**src/hdl/mzrp_pkg.sv**
```systemverilog
package mzrp_pkg;

  localparam int ALPHABET_SIZE  = 256;
  localparam int RUN_COUNT_BITS = 32;

  localparam int SYM_W   = 8;
  localparam int POS_W   = (ALPHABET_SIZE > 2) ? $clog2(ALPHABET_SIZE) : 1;
  localparam int RUN_V_W = RUN_COUNT_BITS + 1;
  localparam int DIG_W   = $clog2(RUN_COUNT_BITS + 1);
  localparam int SH_W    = $clog2(RUN_V_W + 1);
  localparam int CODE_W  = 64;
  localparam int LEN_W   = 7;

  // Run value (count plus one) once the counter has reached its limit.
  localparam logic [RUN_V_W-1:0] RUN_FULL = {1'b1, {RUN_COUNT_BITS{1'b0}}};

  typedef struct packed {
    logic move;
    logic restore;
  } list_ctrl_t;

  typedef struct packed {
    logic [CODE_W-1:0] bits;
    logic [LEN_W-1:0]  length;
    logic              is_run;
    logic              sat;
  } code_word_t;

  typedef enum logic [4:0] {
    ST_IDLE  = 5'b00001,
    ST_MOVE  = 5'b00010,
    ST_RUN   = 5'b00100,
    ST_GAMMA = 5'b01000,
    ST_FLUSH = 5'b10000
  } state_t;

endpackage

```
**src/hdl/mzrp_coder.sv**
```systemverilog
module mzrp_coder
  import mzrp_pkg::*;
(
  input  logic [RUN_V_W-1:0] run_value,
  input  logic [DIG_W-1:0]   run_digits,
  input  logic               run_over,
  input  logic [POS_W-1:0]   pos,
  output code_word_t         run_word,
  output code_word_t         gamma_word
);

  logic [RUN_V_W-1:0] rev;
  logic [RUN_V_W-1:0] lane;
  logic [SH_W-1:0]    sh;
  logic [POS_W:0]     gv;
  logic [LEN_W-1:0]   nb;

  // The least significant digit of the run value goes out first, so it sits
  // highest in the word: reverse the value and drop the unused top.
  always_comb begin
    for (int i = 0; i < RUN_V_W; i++) begin
      rev[i] = run_value[RUN_V_W-1-i];
    end
    sh   = SH_W'(RUN_V_W) - SH_W'(run_digits);
    lane = rev >> sh;
  end

  always_comb begin
    run_word = '0;
    for (int k = 0; k < RUN_COUNT_BITS; k++) begin
      run_word.bits[2*k+1] = (SH_W'(k) < SH_W'(run_digits));
      run_word.bits[2*k]   = lane[k];
    end
    run_word.length = LEN_W'({run_digits, 1'b0});
    run_word.is_run = 1'b1;
    run_word.sat    = run_over;
  end

  always_comb begin
    gv = (POS_W+1)'(pos) + (POS_W+1)'(1);
    nb = '0;
    for (int i = 0; i <= POS_W; i++) begin
      if (gv[i]) begin
        nb = LEN_W'(i + 1);
      end
    end
    gamma_word        = '0;
    gamma_word.bits   = CODE_W'(gv);
    gamma_word.length = LEN_W'({nb, 1'b0}) - LEN_W'(1);
    gamma_word.is_run = 1'b0;
    gamma_word.sat    = 1'b0;
  end

endmodule

```
**config.mk**
```make
export PLATFORM = sky130hd
export DESIGN_NAME = mzrp_coder
export DESIGN_NICKNAME = d
export VERILOG_FILES = /design/src/hdl/mzrp_pkg.sv /design/src/hdl/mzrp_coder.sv
export SDC_FILE = /design/constraint.sdc
export NUM_CORES = 1
export LEC_CHECK = 0
export BUFFER_PORTS_ARGS = -buffer_cell sky130_fd_sc_hd__buf_2
export CAP_MARGIN = 20
export CORE_UTILIZATION = 37
export DETAILED_ROUTE_END_ITERATION = 8
export PLACE_DENSITY = 0.73
export REMOVE_ABC_BUFFERS = 1
export SYNTH_ARGS = -nofsm -noshare
export SYNTH_HDL_FRONTEND = slang
export SYNTH_SLANG_ARGS = --single-unit
```
**constraint.sdc**
```tcl
create_clock -name vclk -period 3
set_clock_uncertainty 0.1 [all_clocks]
set_input_delay 0.15 -clock vclk [all_inputs]
set_output_delay 0.15 -clock vclk [all_outputs]
set_load 0.02 [all_outputs]
```
==> metrics.txt <==
Power Internal a little over 0.3 mW; largest cells by area after synthesis buf_4 17%, mux4_2 16%, mux2i_1 7.1%; total of max-cap violations 0; hold crit path type in -> out; Post-CTS Setup Bufs 0; via count between 3000 and 4000; DP Cell Count approximately 630; Max IR drop VDD 0.2047 mV; Buf/Inv on CP 3; post-synth top area share between 15 and 20%; # DRC 0; Synth warnings 0; Die X around 96 um; layer carrying the most global-route usage met2; cts hold-fix bufs 0; CP max-delay cell o32ai_1; ratio of cells with drive above 1 in the final layout 36.14%; final period utilization 83.38%; Crit path max-delay family compound AO/OA/AOI/OAI gates; Clk network pwr share 0%; All-Layer GR Usage between 10% and 20%; post-synthesis cell count between 400 and 500; storage element area 0 um2; most frequent cells after synthesis 75 x buf_4, 55 x nand2_1, 33 x nor2_1; routed length per instance 14.76 um; most frequent cell after synthesis buf_4; drt first pass iters 6; WP data arrival between 2 and 2.5 ns; area growth from synthesis to layout 11.11%; proportion of synthesized chip area in sequential cells 0%; Critical Path Max Stage Delay 0.44 ns; Setup Slack @ Placement around 0.52 ns; critical-path maximum fanout 9; clkbuf count 0; sequential power share 0%; gpl congestion ~0.94; fin crit period around 2.5 ns; Antenna Nets Post-Route 0; I/O pins about 190; WL final between 9000 and 10000 um; first-pass GRT wire length between 10000 and 15000 um; First DRT Iteration DRCs roughly 240; M1 GR Usage between 20% and 30%; CP Cell Sequence buf_2 > inv_2 > ha_2 > nand3b_1 > a211oi_1 > a311oi_1 > or2_0 > o32ai_1 > buf_2; sequential cells 0; initial antenna violation count 0; worst slew pin tran about 0.7 ns; multi-input logic area between 0.002 and 0.003 mm2; Final Max Tran Viols 0; IO buf count 132; Pleak approximately 1.7 nW; die height between 90 and 100 um; synthesized cell area 0.003243 mm2; met3 GRT Util under 10%; Crit path top cell by count buf_2; RSZ-0062 raised after global routing no; post-cts sizing count 0; Comb power frac between 90% and 100%; Worst Path Required 2.75 ns; layout net count around 580; Worst setup EP type output pin; Mean Syn Cell Area 7.631 um2; net switching power roughly 0.52 mW; status completed; PwrDens 228.7 mW/mm2; Cell variety after synth 60; worst relative slew slack between 50% and 60%; Fin. Hold Viols 0; fillers 886; vias in the first global route 2939; Placeable Area 0.008341 mm2; Via-to-Cell Ratio 5.395; total setup violations reported at the end of the flow 0; Remaining Overflow, GRT 0; fmax 399.8 MHz; top cell type by total area after synthesis buf_4; Total Power 0.8242 mW; largest net degree at the start of global routing ~60; Setup crit start kind input pin; sum of negative setup slack 0 ns; Initial Util between 30% and 40%; CP Class in -> out; Non-Filler Instances ~630; full die area approximately 0.009 mm2; Final WS setup about 0.50 ns; M2 GR Usage 36.49%; # rows 33; Switching Share 63.35%; post-DP HPWL 7498 um; n_diodes 0
==> cell usage in the layout, fill, tap and decap left out, types with 3 or more instances in the layout <==
cell | synthesis | layout
nor3_1 | 6 | 6
nor2_1 | 33 | 33
mux2_2 | 6 | 6
buf_2 | 13 | 132
a31oi_1 | 3 | 3
ha_1 | 4 | 3
conb_1 | 2 | 60
nand2_1 | 55 | 55
nand3_1 | 10 | 10
o22a_1 | 3 | 3
xnor2_1 | 7 | 7
a21o_1 | 4 | 4
mux2i_1 | 23 | 23
o32ai_1 | 3 | 3
o32a_1 | 5 | 5
o21bai_1 | 3 | 3
o21ai_1 | 5 | 5
a21oi_1 | 23 | 23
mux4_2 | 23 | 23
o22ai_1 | 8 | 8
nor4_1 | 4 | 4
inv_1 | 15 | 15
buf_4 | 75 | 12
nand2b_1 | 4 | 4
o21ai_0 | 23 | 23
mux4_1 | 6 | 6
xor2_1 | 5 | 5
==> worst paths after layout <==
kind | start | endpoint | slack, ns | depth (start not counted)
setup / recovery | run_digits[1] | run_word[35] | 0.50 | 9
hold / removal | run_over | run_word[0] | 0.20 | 0
==> cell type report <==
class,instances,area share [%]
Timing Repair Buffer,145,21.39
Multi-Input combinational cell,360,73.09
Tap cell,105,3.646
Inverter,18,1.875
==> layer usage <==
metal | wire (um) | share of wire [%]
met1 | 3688 | 40
met2 | 4674 | 50
met3 | 889 | 9.6
met4 | 14 | 0.15
met5 | 0 | 0
==> power groups by stage <==
stage                     sequential, mW  clock (mW)  combinational (mW)
after global placement                 0           0               0.804
final                                  0           0               0.824
after floorplan                        0           0               0.548
after CTS                              0           0               0.820
after global routing                   0           0               0.895
after detailed placement               0           0               0.817
==> per-stage QoR <==
step	util (%)	hold slack, ns	cell area, um2
finish	43.20	0.2000	3603
global placement	43.20	0.2001	3603
floorplan	-	0.2000	2699
global route	43.20	0.2001	3603
detailed placement	43.20	0.2001	3603
CTS	43.20	0.2001	3603
==> kinds of logic after synthesis <==
| logic type | after synthesis | synth area share [%] |
|---|---|---|
| and+or+nand+nor | 127 | 17.79 |
| adders and majority gates | 4 | 1.543 |
| AOI/OAI and AO/OA | 96 | 19.95 |
| xor gates and xnor gates | 13 | 3.742 |
| other | 2 | 0.2316 |
| muxes | 60 | 31.17 |
| buffers and inverters | 123 | 25.58 |
(Power assumes the default switching activity.)
